## config.mk

```make
export PLATFORM = sky130hd
export DESIGN_NAME = ssa_ctrl
export DESIGN_NICKNAME = d
export VERILOG_FILES = /design/src/rtl/ssa_pkg.sv /design/src/rtl/ssa_ctrl.sv
export SDC_FILE = /design/constraint.sdc
export NUM_CORES = 1
export LEC_CHECK = 0
export ABC_AREA = 0
export BUFFER_PORTS_ARGS = -buffer_cell sky130_fd_sc_hd__buf_2
export CAP_MARGIN = 20
export CORE_UTILIZATION = 35
export CTS_CLUSTER_DIAMETER = 30
export CTS_CLUSTER_SIZE = 20
export DETAILED_ROUTE_END_ITERATION = 10
export GPL_ROUTABILITY_DRIVEN = 0
export PLACE_DENSITY_LB_ADDON = 0.2
export SLEW_MARGIN = 10
export SYNTH_ARGS = -nofsm -noshare
export SYNTH_HDL_FRONTEND = slang
export SYNTH_SLANG_ARGS = --single-unit
```

## constraint.sdc

```tcl
create_clock -name clk -period 3.8 [get_ports clk]
set_input_delay 1.14 -clock clk [delete_from_list [all_inputs] [get_ports clk]]
set_output_delay 1.14 -clock clk [all_outputs]
set_load 0.005 [all_outputs]
```

## src/rtl/ssa_pkg.sv

```systemverilog
// shared types, constants and command codes for the slab slot allocator
package ssa_pkg;

  // pool geometry
  localparam int MaxSlabs  = 8;
  localparam int SlabW     = 3;
  localparam int HeadW     = 4;
  localparam int SlabWords = 32;
  localparam int WordW     = 5;
  localparam int WordBits  = 64;
  localparam int MemAw     = SlabW + WordW;
  localparam int AddrW     = 17;
  localparam int ObjW      = 15;
  localparam int SizeW     = 16;
  localparam int SbW       = 15;
  localparam int CountW    = 12;
  localparam int MaxOrder  = 2;

  localparam logic [HeadW-1:0]    NoSlab  = 4'd8;
  localparam logic [WordBits-1:0] AllOnes = 64'hFFFF_FFFF_FFFF_FFFF;

  // slab classes
  localparam logic [1:0] ClsUnused  = 2'd0;
  localparam logic [1:0] ClsPartial = 2'd1;
  localparam logic [1:0] ClsFull    = 2'd2;
  localparam logic [1:0] ClsEmpty   = 2'd3;

  // result status codes
  localparam logic [1:0] StOk       = 2'd0;
  localparam logic [1:0] StNoSlab   = 2'd1;
  localparam logic [1:0] StNotOwned = 2'd2;
  localparam logic [1:0] StZero     = 2'd3;

  // configuration register indexes
  localparam logic CfgObjectBytes = 1'b0;
  localparam logic CfgSlabOrder   = 1'b1;

  // request kinds
  localparam logic ReqAlloc = 1'b0;

  typedef struct packed {
    logic             req_type;
    logic [AddrW-1:0] free_address;
  } req_t;

  typedef struct packed {
    logic [AddrW-1:0] object_address;
    logic [1:0]       status;
  } rsp_t;

  typedef enum logic [4:0] {
    S_IDLE, S_DIV, S_DISPATCH, S_GET, S_MAKE, S_SCAN_RD, S_SCAN_CHK,
    S_FULL_RD, S_FULL_CHK, S_FULL_END, S_ADDR, S_FDIV, S_FCHK, S_FWR,
    S_ERD, S_ECHK, S_FPUSH, S_DONE
  } state_t;

  typedef enum logic [4:0] {
    CMD_NONE, CMD_ACCEPT, CMD_SC, CMD_STATUS, CMD_POP, CMD_MAKE_START,
    CMD_MAKE_WR, CMD_SCAN_START, CMD_READ, CMD_NEXT, CMD_TO_FULL, CMD_MARK,
    CMD_FULL_NEXT, CMD_ADDR, CMD_FREE_DIV, CMD_IDX, CMD_FREE_RD,
    CMD_FREE_WR, CMD_EMPTY_NEXT, CMD_PUSH_FREE
  } cmd_t;

  typedef struct packed {
    cmd_t       cmd;
    logic [1:0] status;
    logic       out_load;
  } ctrl_t;

  typedef struct packed {
    logic div_done;
    logic req_free;
    logic sc_zero;
    logic partial_empty;
    logic empty_avail;
    logic can_make;
    logic ptr_last;
    logic make_last;
    logic word_ones;
    logic full;
    logic free_bad;
    logic idx_bad;
  } stat_t;

endpackage

```

## src/rtl/ssa_ctrl.sv

```systemverilog
// allocator controller: sequences alloc and free over the datapath
module ssa_ctrl (
  input  logic           clk,
  input  logic           rst,
  input  logic           in_valid,
  output logic           in_stall,
  output logic           out_valid,
  input  logic           out_stall,
  input  ssa_pkg::stat_t stat,
  output ssa_pkg::ctrl_t ctrl
);

  ssa_pkg::state_t state, state_next;

  // state register
  always_ff @(posedge clk) begin
    if (rst) state <= ssa_pkg::S_IDLE;
    else state <= state_next;
  end

  // output valid flag
  always_ff @(posedge clk) begin
    if (rst) out_valid <= 1'b0;
    else if (ctrl.out_load) out_valid <= 1'b1;
    else if (!out_stall) out_valid <= 1'b0;
  end

  assign in_stall = (state != ssa_pkg::S_IDLE);

  // next state and commands
  always_comb begin
    state_next    = state;
    ctrl.cmd      = ssa_pkg::CMD_NONE;
    ctrl.status   = ssa_pkg::StOk;
    ctrl.out_load = 1'b0;
    unique case (state)
      ssa_pkg::S_IDLE: begin
        if (in_valid) begin
          ctrl.cmd   = ssa_pkg::CMD_ACCEPT;
          state_next = ssa_pkg::S_DIV;
        end
      end
      ssa_pkg::S_DIV: begin
        if (stat.div_done) begin
          ctrl.cmd   = ssa_pkg::CMD_SC;
          state_next = ssa_pkg::S_DISPATCH;
        end
      end
      ssa_pkg::S_DISPATCH: begin
        if (!stat.req_free) begin
          if (stat.sc_zero) begin
            ctrl.cmd    = ssa_pkg::CMD_STATUS;
            ctrl.status = ssa_pkg::StZero;
            state_next  = ssa_pkg::S_DONE;
          end else begin
            state_next = ssa_pkg::S_GET;
          end
        end else if (stat.free_bad || stat.sc_zero) begin
          ctrl.cmd    = ssa_pkg::CMD_STATUS;
          ctrl.status = ssa_pkg::StNotOwned;
          state_next  = ssa_pkg::S_DONE;
        end else begin
          ctrl.cmd   = ssa_pkg::CMD_FREE_DIV;
          state_next = ssa_pkg::S_FDIV;
        end
      end
      ssa_pkg::S_GET: begin
        if (!stat.partial_empty) begin
          ctrl.cmd   = ssa_pkg::CMD_SCAN_START;
          state_next = ssa_pkg::S_SCAN_RD;
        end else if (stat.empty_avail) begin
          ctrl.cmd = ssa_pkg::CMD_POP;
        end else if (stat.can_make) begin
          ctrl.cmd   = ssa_pkg::CMD_MAKE_START;
          state_next = ssa_pkg::S_MAKE;
        end else begin
          ctrl.cmd    = ssa_pkg::CMD_STATUS;
          ctrl.status = ssa_pkg::StNoSlab;
          state_next  = ssa_pkg::S_DONE;
        end
      end
      ssa_pkg::S_MAKE: begin
        ctrl.cmd = ssa_pkg::CMD_MAKE_WR;
        if (stat.make_last) state_next = ssa_pkg::S_GET;
      end
      ssa_pkg::S_SCAN_RD: begin
        ctrl.cmd   = ssa_pkg::CMD_READ;
        state_next = ssa_pkg::S_SCAN_CHK;
      end
      ssa_pkg::S_SCAN_CHK: begin
        if (stat.word_ones) begin
          if (stat.ptr_last) begin
            ctrl.cmd   = ssa_pkg::CMD_TO_FULL;
            state_next = ssa_pkg::S_GET;
          end else begin
            ctrl.cmd   = ssa_pkg::CMD_NEXT;
            state_next = ssa_pkg::S_SCAN_RD;
          end
        end else begin
          ctrl.cmd   = ssa_pkg::CMD_MARK;
          state_next = stat.ptr_last ? ssa_pkg::S_FULL_END : ssa_pkg::S_FULL_RD;
        end
      end
      ssa_pkg::S_FULL_RD: begin
        ctrl.cmd   = ssa_pkg::CMD_READ;
        state_next = ssa_pkg::S_FULL_CHK;
      end
      ssa_pkg::S_FULL_CHK: begin
        ctrl.cmd   = ssa_pkg::CMD_FULL_NEXT;
        state_next = stat.ptr_last ? ssa_pkg::S_FULL_END : ssa_pkg::S_FULL_RD;
      end
      ssa_pkg::S_FULL_END: begin
        if (stat.full) ctrl.cmd = ssa_pkg::CMD_TO_FULL;
        state_next = ssa_pkg::S_ADDR;
      end
      ssa_pkg::S_ADDR: begin
        ctrl.cmd   = ssa_pkg::CMD_ADDR;
        state_next = ssa_pkg::S_DONE;
      end
      ssa_pkg::S_FDIV: begin
        if (stat.div_done) begin
          ctrl.cmd   = ssa_pkg::CMD_IDX;
          state_next = ssa_pkg::S_FCHK;
        end
      end
      ssa_pkg::S_FCHK: begin
        if (stat.idx_bad) begin
          ctrl.cmd    = ssa_pkg::CMD_STATUS;
          ctrl.status = ssa_pkg::StNotOwned;
          state_next  = ssa_pkg::S_DONE;
        end else begin
          ctrl.cmd   = ssa_pkg::CMD_FREE_RD;
          state_next = ssa_pkg::S_FWR;
        end
      end
      ssa_pkg::S_FWR: begin
        ctrl.cmd   = ssa_pkg::CMD_FREE_WR;
        state_next = ssa_pkg::S_ERD;
      end
      ssa_pkg::S_ERD: begin
        ctrl.cmd   = ssa_pkg::CMD_READ;
        state_next = ssa_pkg::S_ECHK;
      end
      ssa_pkg::S_ECHK: begin
        ctrl.cmd   = ssa_pkg::CMD_EMPTY_NEXT;
        state_next = stat.ptr_last ? ssa_pkg::S_FPUSH : ssa_pkg::S_ERD;
      end
      ssa_pkg::S_FPUSH: begin
        ctrl.cmd   = ssa_pkg::CMD_PUSH_FREE;
        state_next = ssa_pkg::S_DONE;
      end
      ssa_pkg::S_DONE: begin
        if (!out_valid || !out_stall) begin
          ctrl.out_load = 1'b1;
          state_next    = ssa_pkg::S_IDLE;
        end
      end
      default: state_next = ssa_pkg::S_IDLE;
    endcase
  end

  // a new request is only taken while idle
  a_stall: assert property (@(posedge clk) disable iff (rst)
    state != ssa_pkg::S_IDLE |-> in_stall)
    else $error("request taken while busy");

  // loading the output register raises valid
  a_load: assert property (@(posedge clk) disable iff (rst)
    ctrl.out_load |=> out_valid)
    else $error("result lost on load");

  // an accepted request starts the slot count division
  a_start: assert property (@(posedge clk) disable iff (rst)
    in_valid && !in_stall |=> state == ssa_pkg::S_DIV)
    else $error("request not started");

  // a pending result is never overwritten
  a_hold: assert property (@(posedge clk) disable iff (rst)
    out_valid && out_stall |-> !ctrl.out_load)
    else $error("pending result overwritten");

endmodule

```

# Word level (Yosys, flattened, before mapping)
# Cells that the tools add are included.
dict set report op_classes {
  n_reduce_logical 9
  n_eq_ne 24
  mux 41
}
# op n
set ops {}
lappend ops {{$pmux W5 S17} 1}
lappend ops {{$mux W5} 16}
lappend ops {{$pmux W5 S15} 1}
lappend ops {{$eq A5 B4 Y1 const B} 8}
lappend ops {{$eq A5 B3 Y1 const B} 4}
lappend ops {{$mux W4} 5}
lappend ops {{$mux W3} 4}
lappend ops {{$eq A5 B2 Y1 const B} 2}
lappend ops {{$eq A5 B5 Y1 const B} 2}
lappend ops {{$ne A2 B2 Y1 const B} 5}
lappend ops {{$mux W1} 8}
lappend ops {{$mux W2} 4}
lappend ops {{$mux W7} 1}
lappend ops {{$pmux W2 S3} 1}
lappend ops {{$reduce_and A6 Y1} 1}
lappend ops {{$eq A5 B1 Y1 const B} 1}
lappend ops {{$logic_not A5 Y1} 1}
lappend ops {{$reduce_bool A5 Y1} 1}
lappend ops {{$ne A3 B3 Y1 const B} 1}
lappend ops {{$reduce_or A3 Y1} 1}
lappend ops {{$logic_not A1 Y1} 2}
lappend ops {{$logic_or A1 B1 Y1} 2}
lappend ops {{$ne A2 B1 Y1 const B} 1}
lappend ops {{$reduce_or A2 Y1} 1}
dict set report word_totals {
  elab_cells 76
  regBits 6
  output_inout_bits 10
}

# Longest topological paths before layout
# Gate-level depths: netlist of run 1.
dict set report logic_depth {
  ltp_word 5
  mapped_depth 7
}

# Worst setup path before layout of run 1
# Ideal clock, no wire load.
dict set report synth_path {
  path_type {input-to-output}
  startpoint {in stat[0] in the netlist's numbering}
  endpoint {out ctrl[3] in the netlist's numbering}
  path_stages 4
  path_slack_ns 0.884
  t_required_ns 2.660
  t_arrival_ns 1.776
  path_cell_list {nand2_1 > o32ai_1 > a21oi_1 > o2111ai_1}
}
# item line
set synth_rtl {}
lappend synth_rtl {{start, declared} ssa_ctrl.sv:9} ;# input ssa_pkg::stat_t stat,
lappend synth_rtl {{end, declared} ssa_ctrl.sv:10} ;# output ssa_pkg::ctrl_t ctrl

==> impl_results.md, run 1 <==
* Drt first pass iters at 4
* Register area share after synthesis at roughly an eighth
* Sum Neg Setup Slack at 0 ns
* PwrDens at roughly 250 nW/um^2
* Post-place setup slack at about 0.54 ns
* Antenna diodes at 0
* Avg WL per Cell at ~15 um
* Synth Warn # at 0
* Global-route wire length before repair at approximately 4.3 mm
* Mapped Area at a little over 900 sq um
* Max incr delay on CP at just under 0.3 ns
* CTS Buffer Depth at 2
* Crit-path cells: buf_2, a21oi_1, o32ai_1, a21oi_1, o2111ai_1, buf_2
* Crit path kind: in2out
* Vias in the first global route at ~950
* Max Cap Violations at 0
* H-Tree Depth at 1
* CP max FO at 2
* Hold buffers post-CTS at 0
* Maximum vdd drop at between 0.2 and 0.25 mV
* Gr ovfl total at 0
* Die height at approximately 53 um
* Drt drc at 0
* Final period util at a little under 90%
* CTS tree: yes
* Worst-Skew Late Latency at between 0.2 and 0.25 ns
* Gate count after technology mapping at between 100 and 150
* Status: finished clean
* CP Buf/Inv Count at 2
* Starting DRT DRC Count at 62
* Post-synth EDFFs at 0
* Avg Cell Area, Syn at roughly 6.7 sq um
* Slew Limit Fails at 0
* Num CTS Buffers at 3
* Starting Density at about 37%
* Syn Nets at 159
* Crit-path slowest cell: a21oi_1
* Row cnt at 18
* Seq cells post-synth at 6
* Max Fclk at slightly above 300 MHz
* Clock period minus worst slack at around 3.3 ns
* Delay-heaviest family, CP: compound AO/OA/AOI/OAI gates
* Port buffer count at 25
* Drt total wl at approximately 2.8 mm
* Cell variety after synth at 45
* # resized after CTS at 0
* Boundary Pins at 26
* Synth area leader: dfxtp_1
* Synth area leaders: dfxtp_1, ha_1, nand2_1, a21oi_1, nand3_1
* WP data arrival at ~2.2 ns
* Post-DP HPWL at approximately 2.2 mm
* CTS root buf: clkbuf_4
* Area of the core at around 2500 sq um
* Placed cell area at ~1100 sq um
* Final Hold Viols at 0
* Via count at 1155
* Die width at 53.5 um
* Vias per cell at 6.05
* Async SR Flop Fraction at 0%
* Reg2reg setup slack at 1.61 ns
* Area added between synthesis and finish at 17.4%
* CP Launch Type: primary input
* Setup violations, final at 0
* Die Footprint at 2860 sq um
* Final hold slack at approximately 0.55 ns
* Type of destination of the critical path: output pin
* Synth Flop Type: dfxtp_1
* Clock-pin transition on the worst setup and hold timing paths at roughly 0.040 ns
* Total GRT Usage at between 20% and 30%
* Post-route cell area at 1090 sq um
* Post-synth top area share at about an eighth
* Initial antenna violation count at 0
* Crit path required time at roughly 2.7 ns
* Share of layout cells above drive strength 1 at 23.6%
* Post-CTS setup buffer count at 0
* # clock sinks at 6
* Worst Skew at between 0.002 and 0.0025 ns
* Leak at about 0.46 nW
* Slew headroom at a little over three fifths
* DRT antenna net count at 0
* RSZ-0062 raised after global routing: false
* Post-route setup slack at a little over 0.5 ns
* Total power at roughly 0.28 mW
* Worst min-delay path class: reg2reg
* Total Nets Final at between 150 and 200
* Worst slew pin tran at approximately 0.56 ns
* Largest net degree at the start of global routing at 20
[state kept, by name, summed over array words and instances (netlist names)]
register	count
out_valid	1
state	5
[cells in the mapped netlist (all sizes together) (2+ instances only)]
master and number:
a211oi 3, a21oi 9, a2bb2oi 2, a31oi 4, and3 3, buf 7, clkbuf 2, dfxtp 6
ha 4, inv 8, mux2i 2, nand2 13, nand2b 5, nand3 9, nor2 12, nor2b 4
nor3 8, nor4 2, o21ai 10, o22ai 4, o32ai 3, or2 2
[layer usage]
| layer | GRT usage (%) | wire, um |
|---|---|---|
| met5 | 0 | 0 |
| met4 | 3.51 | 0 |
| met3 | 6.32 | 267 |
| met2 | 31.5 | 1300 |
| met1 | 28.2 | 1270 |
[kinds of logic (layout without fill, tap and decap cells)]
| group | count (synthesis) | count (layout) | synth area share (%) |
|---|---|---|---|
| compound gates | 45 | 45 | 33.3 |
| xor+xnor | 2 | 2 | 1.89 |
| fa+ha+maj | 4 | 4 | 5.40 |
| buf+inv | 17 | 39 | 8.23 |
| flops | 6 | 6 | 13.0 |
| mux | 3 | 3 | 3.37 |
| simple gates | 62 | 62 | 34.8 |
[path summary, 6_finish.rpt]
path / startpoint / endpoint / cells past startpoint
setup / recovery: stat[1] / ctrl[3] / 6
hold / removal: out_valid / out_valid / 2
setup reg to reg: state[3] / state[1] / 6
hold reg to reg: out_valid / out_valid / 2
[cell usage in the layout (no fill, tap or decap), types with 4 or more instances in the layout]
| cell | count |
|---|---|
| ha_1 | 4 |
| nor3_1 | 6 |
| buf_2 | 25 |
| nor2b_1 | 4 |
| nor2_1 | 12 |
| nand2b_1 | 5 |
| a21oi_1 | 9 |
| nand2_1 | 13 |
| o22ai_1 | 4 |
| inv_1 | 7 |
| dfxtp_1 | 6 |
| o21ai_0 | 5 |
| nand3_1 | 9 |
| o21ai_1 | 5 |
| a31oi_1 | 4 |
[where the power goes]
part / total [mW] / internal, mW / switching [mW]
sequential: 0.0818 / 0.0677 / 0.0141
combinational: 0.136 / 0.0548 / 0.0815
clock: 0.0586 / 0.0357 / 0.0229
total: 0.277 / 0.158 / 0.119
[cell type report]
class | instances | area (sq um)
flip-flops and latches | 6 | 120
fillers | 272 | 1410
multi-input cells | 116 | 731
clock buffers | 3 | 22.5
repair buffers | 28 | 148
inverters | 8 | 30.0
well taps | 30 | 37.5
[metrics by stage]
step	instances	util, %
2_1_floorplan	139	-
6_report	191	43.5
3_5_place_dp	188	42.6
4_1_cts	191	43.5
5_1_grt	191	43.5
3_3_place_gp	188	42.6
[worst register-to-register path, cell delays in order, from the launching register on]
cell and delay [ns]:
dfxtp_1 0.61, buf_4 0.25, nand2b_1 0.20, nor3_2 0.12, a311o_1 0.41, a211o_1 0.33
o22ai_1 0.19
Note: power is estimated with default switching activity, not from simulation.
==> inputs of run 2 (changes only) <==
clock period = 2.7 ns   (was 3.8 ns; I/O delays follow)
==> run 2 against run 1 <==
Critical path depth did not move; sequential share of layout area down 0.54 points; final area rose by 7.4%; count of clock-buffer cells in the layout stayed put; cell count is 4.2% higher; largest cell class unchanged; largest power group unchanged; highest routed layer is now met4.
==> impl_results.md, run 2 (synthesis results as in run 1) <==
* Status: finished clean
* CTS Buffer Depth at 2 (unchanged)
* Psw at 0.177 mW (+49%)
* Clock-pin transition on the worst setup and hold timing paths at 0.05 ns (about the same)
* Fin cells at 199 (+4.2%)
* Boundary Pins at 26 (unchanged)
* Setup violations, final at 0 (unchanged)
* Most frequent cells in the layout: buf_2, nand2_1, nor2_1, buf_4
* Slew Limit Fails at 0 (unchanged)
* Maximum vdd drop at 0.218 mV (-1.1%)
* Met2 wire len at 1.39 mm (+6.9%)
* Worst Skew at 0.00124 ns (-0.00112 ns)
* Port buffer count at 25 (unchanged)
* CP Launch Type: register
* Final period util at ~100%
* P_int at 0.240 mW (+52%)
* Gr ovfl total at 0 (unchanged)
* Drt first pass iters at 4 (unchanged)
* CP max FO at 7 (+5)
* Avg WL per Cell at 15.6 um (+5.4%)
* Worst Hold Depth at 2 (unchanged)
* H-Tree Depth at 1 (unchanged)
* Worst slew pin tran at 0.390 ns (-0.166 ns)
* Starting Density at 37.1% (unchanged)
* Vias per cell at 6.07 (+0.30%)
* Final core utilization at 46.7% (+3.2 points)
* Vias in the first global route at 1064 (+12%)
* WL met1 at 1.33 mm (+4.6%)
* Worst-Skew Late Latency at 0.24 ns (about the same)
* Crit-path slowest cell: dfxtp_1
* Global-route wire length before repair at 4.94 mm (+14%)
* Min-Delay Startpoint: out_valid
* Type of destination of the critical path: output pin
* Critical R2R Launch: state[4]
* Starting DRT DRC Count at 77 (+24%)
* Met3 routed WL at 332 um (+24%)
* Delay-heaviest family, CP: simple AND/OR/NAND/NOR gates
* Reg2reg path depth at 6 (unchanged)
* Row cnt at 18 (unchanged)
* PwrDens at 357 nW/um^2 (+40%)
* Largest net degree at the start of global routing at 13 (-35%)
* Slew headroom at 74.0% (+11 points)
* Share of layout cells above drive strength 1 at 29.0% (+5.4 points)
* # clock sinks at 6 (unchanged)
* Reg with most FFs: state
* Flop pwr share at 27.5% (-2.1 points)
* RSZ-0062 raised after global routing: true
* Initial antenna violation count at 0 (unchanged)
* Post-DP HPWL at 2.51 mm (+14%)
* Drt total wl at 3.11 mm (+9.8%)
* Die Footprint at 2860 sq um (unchanged)
* Max Fclk at between 300 and 400 MHz
* DRT antenna net count at 0 (unchanged)
* Top sig layer: met4
* # resized after CTS at 0 (unchanged)
* Drt drc at 0 (unchanged)
* Leading cell type in the layout, fill and taps excluded: buf_2
* Largest regs: state x5, out_valid x1
* Post-CTS setup buffer count at 0 (unchanged)
* Logic pwr share at 52.7% (+3.4 points)
* Crit path from: state[4]
* Max incr delay on CP at 0.42 ns (+0.13 ns)
* Leak at 0.501 nW (+10%)
* Die height at 53.5 um (unchanged)
* CTS tree: yes
* Clk pwr share at 19.8% (-1.4 points)
* Crit-path cells: nor3_2, nand3_1, nor4b_4, a21oi_1, o311ai_1, buf_2
* Die width at 53.5 um (unchanged)
* Clock period minus worst slack at about 2.7 ns
* Total GRT Usage at 23.8% (+3.2 points)
* Critical Path Stages at 6 (unchanged)
* WP data arrival at 1.87 ns (-0.28 ns)
* Post-place setup slack at 0.141 ns (-0.398 ns)
* Area added between synthesis and finish at 26.0%
* CP Buf/Inv Count at 1 (-1)
* CTS root buf: clkbuf_4
* Num CTS Buffers at 3 (unchanged)
* Area of the core at 2500 sq um (unchanged)
* Post-route setup slack at 0.0248 ns (-0.490 ns)
* Final Hold Viols at 0 (unchanged)
* Via count at 1207 (+4.5%)
* Placed cell count at 196 (+4.3%)
* Total Nets Final at 191 (+4.4%)
* Worst min-delay path class: reg2reg
* Antenna diodes at 0 (unchanged)
* Crit path kind: reg2out
* Hold buffers post-CTS at 0 (unchanged)
* Flip-flop count of the largest register after layout at 5 (unchanged)
* Sw frac at 42.4% (-0.38 points)
* Crit path required time at 1.89 ns (-0.77 ns)
* Max Cap Violations at 0 (unchanged)
-- run 2: area by class of cell --
class | instances | area (sq um)
Tap cell | 30 | 37.5
Timing Repair Buffer | 36 | 208
Inverter | 8 | 30.0
Sequential cell | 6 | 123
Clock buffer | 3 | 22.5
Fill cell | 262 | 1330
Multi-Input combinational cell | 116 | 748
-- run 2: power groups by stage --
| stage | logic (mW) | clock network [mW] | registers, mW |
|---|---|---|---|
| CTS | 0.210 | 0.0871 | 0.113 |
| global route | 0.242 | 0.0897 | 0.115 |
| global placement | 0.210 | 0 | 0.115 |
| floorplan | 0.135 | 0 | 0.103 |
| detailed placement | 0.209 | 0 | 0.115 |
| finish | 0.220 | 0.0826 | 0.115 |
-- run 2: path summary, 6_finish.rpt --
path                             endpoint  slack, ns
worst max-delay path              ctrl[5]       0.02
worst min-delay path            out_valid       0.55
worst max register to register   state[1]       0.68
worst min register to register  out_valid       0.55
-- run 2: worst register-to-register path: stages (launching register included) --
cell,delay [ns]
dfxtp_1,0.55
buf_4,0.23
or2_2,0.19
nor4_1,0.08
a311o_1,0.35
a211o_1,0.33
o22ai_1,0.21
-- run 2: metrics by stage --
| step | hold slack, ns | total power [mW] | instance area (sq um) | TNS, ns |
|---|---|---|---|---|
| after floorplan | 0.525 | 0.238 | 927 | 0 |
| after global placement | 0.534 | 0.326 | 1130 | 0 |
| after detailed placement | 0.544 | 0.324 | 1130 | 0 |
| after CTS | 0.550 | 0.410 | 1150 | 0 |
| after global routing | 0.599 | 0.447 | 1170 | -0.0356 |
| final | 0.551 | 0.417 | 1170 | 0 |
-- run 2: per-layer routing --
layer,vias to the layer above,track usage (%)
met5,-,0
met4,0,7.46
met3,8,5.46
met2,84,37.7
met1,533,31.1
li1,582,-
